**src/rtl/sbb_pkg.sv**
```systemverilog
// package for the separable box blur: sizes, types, states, register indexes
package sbb_pkg;

  localparam int unsigned MAX_WIDTH_DEF    = 256;
  localparam int unsigned MAX_HEIGHT_DEF   = 256;
  localparam int unsigned RADIUS_LIMIT_DEF = 64;
  localparam int unsigned CHANNELS         = 4;

  localparam int unsigned RADIUS_W = 7;
  localparam int unsigned DIM_W    = 9;
  localparam int unsigned CFG_IDX_W = 2;
  localparam int unsigned CFG_DATA_W = 9;

  localparam logic [CFG_IDX_W-1:0] REG_RADIUS = 2'd0;
  localparam logic [CFG_IDX_W-1:0] REG_WIDTH  = 2'd1;
  localparam logic [CFG_IDX_W-1:0] REG_HEIGHT = 2'd2;

  localparam logic FUNC_LOAD  = 1'b0;
  localparam logic FUNC_FETCH = 1'b1;

  typedef struct packed {
    logic       func;
    logic [7:0] in_blue;
    logic [7:0] in_green;
    logic [7:0] in_red;
    logic [7:0] in_alpha;
  } sbb_in_t;

  typedef struct packed {
    logic       valid_res;
    logic [7:0] out_blue;
    logic [7:0] out_green;
    logic [7:0] out_red;
    logic [7:0] out_alpha;
    logic       last_pixel;
  } sbb_out_t;

  typedef enum logic [3:0] {
    ST_IDLE,
    ST_RD,
    ST_WAIT,
    ST_ACC,
    ST_DIV,
    ST_WR,
    ST_FETCH,
    ST_OUT
  } sbb_state_t;

endpackage

```
**src/rtl/sbb_divider.sv**
```systemverilog
// restoring divider: quotient of a sum by the box span, one bit per cycle
module sbb_divider import sbb_pkg::*; #(
  parameter int unsigned NUM_W = 16,
  parameter int unsigned DEN_W = 8
) (
  input  logic             clk,
  input  logic             rst_n,
  input  logic             start,
  input  logic [NUM_W-1:0] num,
  input  logic [DEN_W-1:0] den,
  output logic             done,
  output logic [NUM_W-1:0] quot
);
  localparam int unsigned CNT_W = $clog2(NUM_W + 1);

  logic [NUM_W-1:0] q_r, q_nxt;
  logic [DEN_W:0]   rem_r, rem_nxt;
  logic [DEN_W-1:0] den_r, den_nxt;
  logic [CNT_W-1:0] cnt_r, cnt_nxt;
  logic             busy_r, busy_nxt;
  logic             done_r, done_nxt;
  logic [DEN_W:0]   trial;

  // load on start, otherwise one shift and subtract step while busy
  always_comb begin
    q_nxt    = q_r;
    rem_nxt  = rem_r;
    den_nxt  = den_r;
    cnt_nxt  = cnt_r;
    busy_nxt = busy_r;
    done_nxt = 1'b0;
    trial    = {rem_r[DEN_W-1:0], q_r[NUM_W-1]};
    if (start) begin
      q_nxt    = num;
      rem_nxt  = '0;
      den_nxt  = den;
      cnt_nxt  = CNT_W'(NUM_W);
      busy_nxt = 1'b1;
    end else if (busy_r) begin
      if (trial >= {1'b0, den_r}) begin
        rem_nxt = trial - {1'b0, den_r};
        q_nxt   = {q_r[NUM_W-2:0], 1'b1};
      end else begin
        rem_nxt = trial;
        q_nxt   = {q_r[NUM_W-2:0], 1'b0};
      end
      cnt_nxt = cnt_r - 1'b1;
      if (cnt_r == CNT_W'(1)) begin
        busy_nxt = 1'b0;
        done_nxt = 1'b1;
      end
    end
  end

  always_ff @(posedge clk) begin
    if (!rst_n) begin
      busy_r <= 1'b0;
      done_r <= 1'b0;
      cnt_r  <= '0;
    end else begin
      busy_r <= busy_nxt;
      done_r <= done_nxt;
      cnt_r  <= cnt_nxt;
    end
    q_r   <= q_nxt;
    rem_r <= rem_nxt;
    den_r <= den_nxt;
  end

  assign done = done_r;
  assign quot = q_r;

  a_done_pulse: assert property (@(posedge clk) disable iff (!rst_n)
    done_r |=> !done_r) else $error("divider done longer than one cycle");
  a_busy_drop: assert property (@(posedge clk) disable iff (!rst_n)
    done_r |-> !busy_r) else $error("divider done while busy");
  a_cnt_idle: assert property (@(posedge clk) disable iff (!rst_n)
    (busy_r && !start) |=> (cnt_r == $past(cnt_r) - 1'b1) || start)
    else $error("divider count skipped");
endmodule

```
**config.mk**
```make
export PLATFORM = sky130hd
export DESIGN_NAME = sbb_divider
export DESIGN_NICKNAME = d
export VERILOG_FILES = /design/src/rtl/sbb_pkg.sv /design/src/rtl/sbb_divider.sv
export SDC_FILE = /design/constraint.sdc
export NUM_CORES = 1
export LEC_CHECK = 0
export ABC_AREA = 1
export BUFFER_PORTS_ARGS = -buffer_cell sky130_fd_sc_hd__buf_4
export CORE_MARGIN = 2
export CORE_UTILIZATION = 42
export DETAILED_ROUTE_END_ITERATION = 8
export PLACE_DENSITY = 0.66
export SLEW_MARGIN = 20
export SYNTH_ARGS = -nofsm -noshare
export SYNTH_HDL_FRONTEND = slang
export SYNTH_SLANG_ARGS = --single-unit
```
**constraint.sdc**
```tcl
create_clock -name clk -period 1.7 [get_ports clk]
set_clock_uncertainty 0.1 [all_clocks]
set_input_delay 0.17 -clock clk [delete_from_list [all_inputs] [get_ports clk]]
set_output_delay 0.17 -clock clk [all_outputs]
set_load 0.02 [all_outputs]
```
[Yosys cells after proc, flatten, opt, wreduce, memory -nomap -nowiden]
Cells that the tools add are included.
Cells by class
  reductions and logical operators: 3
  magnitude comparators: 1
  multiplexer cells: 10
  bitwise gates (word level): 2
  equal/unequal tests: 1
  add/subtract/negate cells: 2
Operator list (count)
  2-to-1 mux 16 bit: 2
  2-to-1 mux 5 bit: 2
  >= comparator 9 x 8 -> 1 bit: 1
  2-to-1 mux 8 bit: 1
  subtractor 8 bit: 1
  == test 5 x 1 -> 1 bit (second input constant): 1
  2-to-1 mux 1 bit: 5
  subtractor 5 x 1 -> 5 bit (second input constant): 1
  OR reduction 3 bit: 1
  inverter 1 bit: 2
  nonzero test 2 bit: 1
  OR reduction 2 bit: 1
Word-level totals
  bits in registers: 39
  bits of input ports: 27

[Depth between registers and ports, before layout]
  depth after elaboration: 4
  gate-level depth with buffers: 13
  mapped depth without buffers: 13

[Worst setup path after synthesis]
OpenSTA, ideal clock, no wires.
  path kind: flip-flop to flip-flop
  start point: register q_r[15], in the netlist quot[15]
  end point: register rem_r[4]
  stages on the path, launching flop included: 9
  slack: -126 ps
  path buffers: 0
  arrival time: 1612 ps
  period minus slack after synthesis: 1826 ps
  setup time: 113 ps
  required time: 1487 ps
  path through: edfxtp_1 -> inv_1 -> ha_1 -> fa_1 -> o21bai_1 -> xnor2_1 -> nand2_1 -> nand3_1 -> nand2_1
On the way
  word-level cells in the longest chain between the ends: 2
  elaborated cells between the ends (all ways): 3
  those cells by class: add/sub: 1; order compare: 1; mux: 1
RTL lines
  start, declared: line sbb_divider.sv:16  | logic [NUM_W-1:0] q_r, q_nxt;
  start signal, assigned: line sbb_divider.sv:65  | q_r <= q_nxt;
  subtractor 8 bit / >= comparator 9 x 8 -> 1 bit (equally long branches): line sbb_divider.sv:41, sbb_divider.sv:40
  2-to-1 mux 8 bit (*): line sbb_divider.sv:40  | if (trial >= {1'b0, den_r}) begin
  end signal, assigned: line sbb_divider.sv:66  | rem_r <= rem_nxt;
  end, declared: line sbb_divider.sv:17  | logic [DEN_W:0] rem_r, rem_nxt;
Mark *: on every way between the ends. The rest lies on a longest branch, timed or not.
A chain may end at the register's enable or synchronous reset.

[Final worst setup path]
  start point: register den_r[0]
  end point: register rem_r[4]
On the way
  word-level cells in the longest chain between the ends: 2
  elaborated cells between the ends (all ways): 3
  those cells by class: add/sub: 1; order compare: 1; mux: 1
RTL lines
  start, declared: line sbb_divider.sv:18  | logic [DEN_W-1:0] den_r, den_nxt;
  start signal, assigned: line sbb_divider.sv:67  | den_r <= den_nxt;
  subtractor 8 bit / >= comparator 9 x 8 -> 1 bit (equally long branches): line sbb_divider.sv:41, sbb_divider.sv:40
  2-to-1 mux 8 bit (*): line sbb_divider.sv:40
Marks and branches as above.

==> impl_metrics.yaml <==
worst_setup_path:
  required_ps: 1800
  worstPathCellList: "ha_4, fa_2, o21bai_1, xnor2_1, nand2_1, nand3_1, nand2_1"
  path_common_cell: "sky130_fd_sc_hd__nand2_1"
  critical_path.slowest_cell: "sky130_fd_sc_hd__edfxtp_1"
  crit_path_max_fanout: 3
  category_of_the_worst_setup_path_launch_point: "register"
  crit_arrival_ps: 1780
  crit_path_max_incr_delay_ps: 420
  path_class: "register to register"
  critical_path.endpoint_type: "register"
final_layout:
  area_overhead_vs_synth_pct: 44.2
  layout.core_utilization_pct: 63.8
  layout.cell_area.non_filler_mm2: 0.00307
  nFillCells: 428
  nets: 377
  drive_gt1_share_pct: 35.6
  antenna-diode-count: 0
  stdcell_count: 407
routing:
  wl_per_cell_um: 12.5
  via_count: 1915
  detail_route.drc_violations: 0
  vias_per_cell: 4.71
  detail-route-antenna-nets: 0
  totalWireLength_um: 5070
  first_pass_iters: 5
  detail_route.iter0.violations: 108
yosys:
  synthesis.instances: 263
  syn-cell-area_mm2: 0.00213
  synth_nets: 301
  synthDominantCellAreaShare_pct: 33.8
  ys_seq_area_share_pct: 47.9
  synth.ff_latch_count: 39
  synth_cell_types: 32
  synth.avg_cell_area_um2: 8.10
  synth_top_area_cell: "sky130_fd_sc_hd__edfxtp_1"
  yosys_warnings: 0
  synth_top_cells_by_area: "sky130_fd_sc_hd__edfxtp_1 34%, sky130_fd_sc_hd__nand2_1 18%, sky130_fd_sc_hd__dfxtp_1 14%, sky130_fd_sc_hd__inv_1 6.2%, sky130_fd_sc_hd__ha_1 5.9%"
clock_tree:
  clkSlewWorstSetupHoldPaths_ps: 70
  cts-buffers-inserted: 5
  clock_latency_ps: 300
  tritoncts: "done"
  cts_buffer_depth: 2
  cts_root_buffer: "sky130_fd_sc_hd__clkbuf_8"
  cts.sinks: 39
  h-tree-depth: 2
outcome:
  outcome: "finished clean"
floorplanning:
  fp.dieArea_mm2: 0.00566
  num_io_pins: 44
  start_util_pct: 44.2
  core_mm2: 0.00482
  die_x_um: 75.2
  die-height_um: 75.2
  core_rows: 25
power_and_ir_drop:
  power.leakage_uw: 0.00150
  power.share.sequential_pct: 48.0
  intPower_uw: 1670
  p_clk_share_pct: 25.3
  p_per_area_mw_per_mm2: 771
  irDropWorstVdd_mv: 0.496
  power.share.switching_pct: 29.4
  total_switching_power_uw: 696
  pwr-share-comb_pct: 26.7
place:
  placement.io_buffers: 43
  placed_cells: 386
  dpl.hpwl_um: 3470
  gp_routability_congestion: 0.881
  post_dp_area_mm2: 0.00264
worst_hold_path:
  hold_class: "input pin to register"
timing:
  final_hold_viol_count: 0
  setup_repair_after_global_routing_missed_its_margin: "true"
  worst_slew_margin_rel_pct: 73.8
  timing.final.crit_share_pct: 98.7
  setup_violations: 0
  setup_tns_ps: 0
  final_period_minus_worst_setup_slack_ps: 1680
  fmax_ghz: 0.596
  timing.hold.ws_ps: 10.5
  timing_worst_slew_pin_value_ps: 393
  slew_violations: 0
grt:
  grt_pass1_wl_um: 8090
  grt_antenna_before_repair: 0
  first_global_vias: 1859
  globalRouteTotalUtil_pct: 19.4
  grt_max_degree: 19
  grt_overflow: 0
job:
  drv.max_cap_violation_count: 0
==> metal layers <==
layer | share of wire, % | vias to the layer above | GRT usage [%]
li1 | - | 987 | -
met2 | 49 | 49 | 31.4
met5 | 0 | - | 0
met4 | 1.7 | 0 | 9.16
met1 | 44 | 871 | 23.9
met3 | 5.5 | 8 | 5.76
==> final timing paths <==
path / from / end / slack [ps] / cells after the start
max: den_r[0] / rem_r[4] / 20 / 7
max reg2reg: den_r[0] / rem_r[4] / 20 / 7
min reg2reg: rem_r[7] / rem_r[7] / 380 / 2
min: rst_n / busy_r / 10 / 3
==> cell usage after synthesis, drive strengths merged <==
library cell and count:
ha 10, or2 2, xor2 3, clkbuf 2, clkinv 1, nor2 19
nand2 105, a31oi 2, o21ai 1, xnor2 1, and3 1, dfxtp 15
nor3 2, o21bai 1, buf 2, edfxtp 24, fa 1, inv 35
o21a 1, a21oi 5, nand4 3, nand3 20, nand3b 6, o211ai 1
==> stage by stage <==
step	power, uW	worst slack, ps
finish	2370	22.0
global route	2510	-105
CTS	2310	1.92
detailed placement	1670	-59.9
global placement	1660	-64.9
floorplan	1450	-23.5
==> registers in the layout (all words and copies together), names as in the netlist <==
register and count:
cnt_r 5, done 1, rem_r 8, den_r 8, quot 16, busy_r 1
==> area by class of cell <==
type	instances	area [um^2]	area share [%]
Clock inverter	2	8.76	0.285
Sequential cell	39	1020	33.3
Clock buffer	6	72.6	2.36
Timing Repair Buffer	72	572	18.6
Inverter	36	135	4.40
Multi-Input combinational cell	185	1180	38.4
Tap cell	67	83.8	2.73
==> cells in the final DEF (no fill, tap or decap), types with 3 or more instances in the layout <==
cell,instances
sky130_fd_sc_hd__inv_2,9
sky130_fd_sc_hd__nand3_1,17
sky130_fd_sc_hd__nand2_1,90
sky130_fd_sc_hd__dfxtp_1,14
sky130_fd_sc_hd__clkbuf_8,5
sky130_fd_sc_hd__dlygate4sd3_1,8
sky130_fd_sc_hd__nand2_2,11
sky130_fd_sc_hd__a21oi_1,3
sky130_fd_sc_hd__edfxtp_1,24
sky130_fd_sc_hd__ha_4,8
sky130_fd_sc_hd__nor2_2,4
sky130_fd_sc_hd__buf_6,3
sky130_fd_sc_hd__nand2_4,4
sky130_fd_sc_hd__nand3b_1,5
sky130_fd_sc_hd__nor2_1,15
sky130_fd_sc_hd__buf_4,61
sky130_fd_sc_hd__inv_1,26
==> power by group through the flow <==
stage	logic [uW]	registers [uW]	clock network (uW)
after floorplan	255	1190	0
after global placement	512	1150	0
after detailed placement	519	1150	0
after CTS	560	1130	618
after global routing	699	1150	659
final	634	1140	599
==> worst max-delay path: cells and delay by family (launching register included) <==
family                     cells  cell delay, ps
and+or+nand+nor                3             200
AOI/OAI and AO/OA              1             180
adders and majority gates      2             550
xor gates and xnor gates       1             130
DFF                            1             420
==> kinds of logic (layout without fill, tap and decap cells) <==
logic type | count (synthesis) | in the layout | synth area share [%]
AND/OR/NAND/NOR | 158 | 159 | 32.8
XOR/XNOR | 4 | 4 | 1.64
AO/OA/AOI/OAI | 11 | 11 | 3.23
adder cells (fa/ha/maj) | 11 | 11 | 6.81
flip-flops | 39 | 39 | 47.9
buffers and inverters | 40 | 116 | 7.58
==> timing repair <==
action | in CTS | in global routing
buffers inserted | 1 | 3
hold buffers | 8 | 0
pin swaps | 1 | 8
cloned | 0 | 1
gates resized for setup | 14 | 35
endpoints found under the setup margin | 9 | 9
hold endpoints to repair | 8 | 0
No activity file was read; power rests on OpenSTA's default activity.
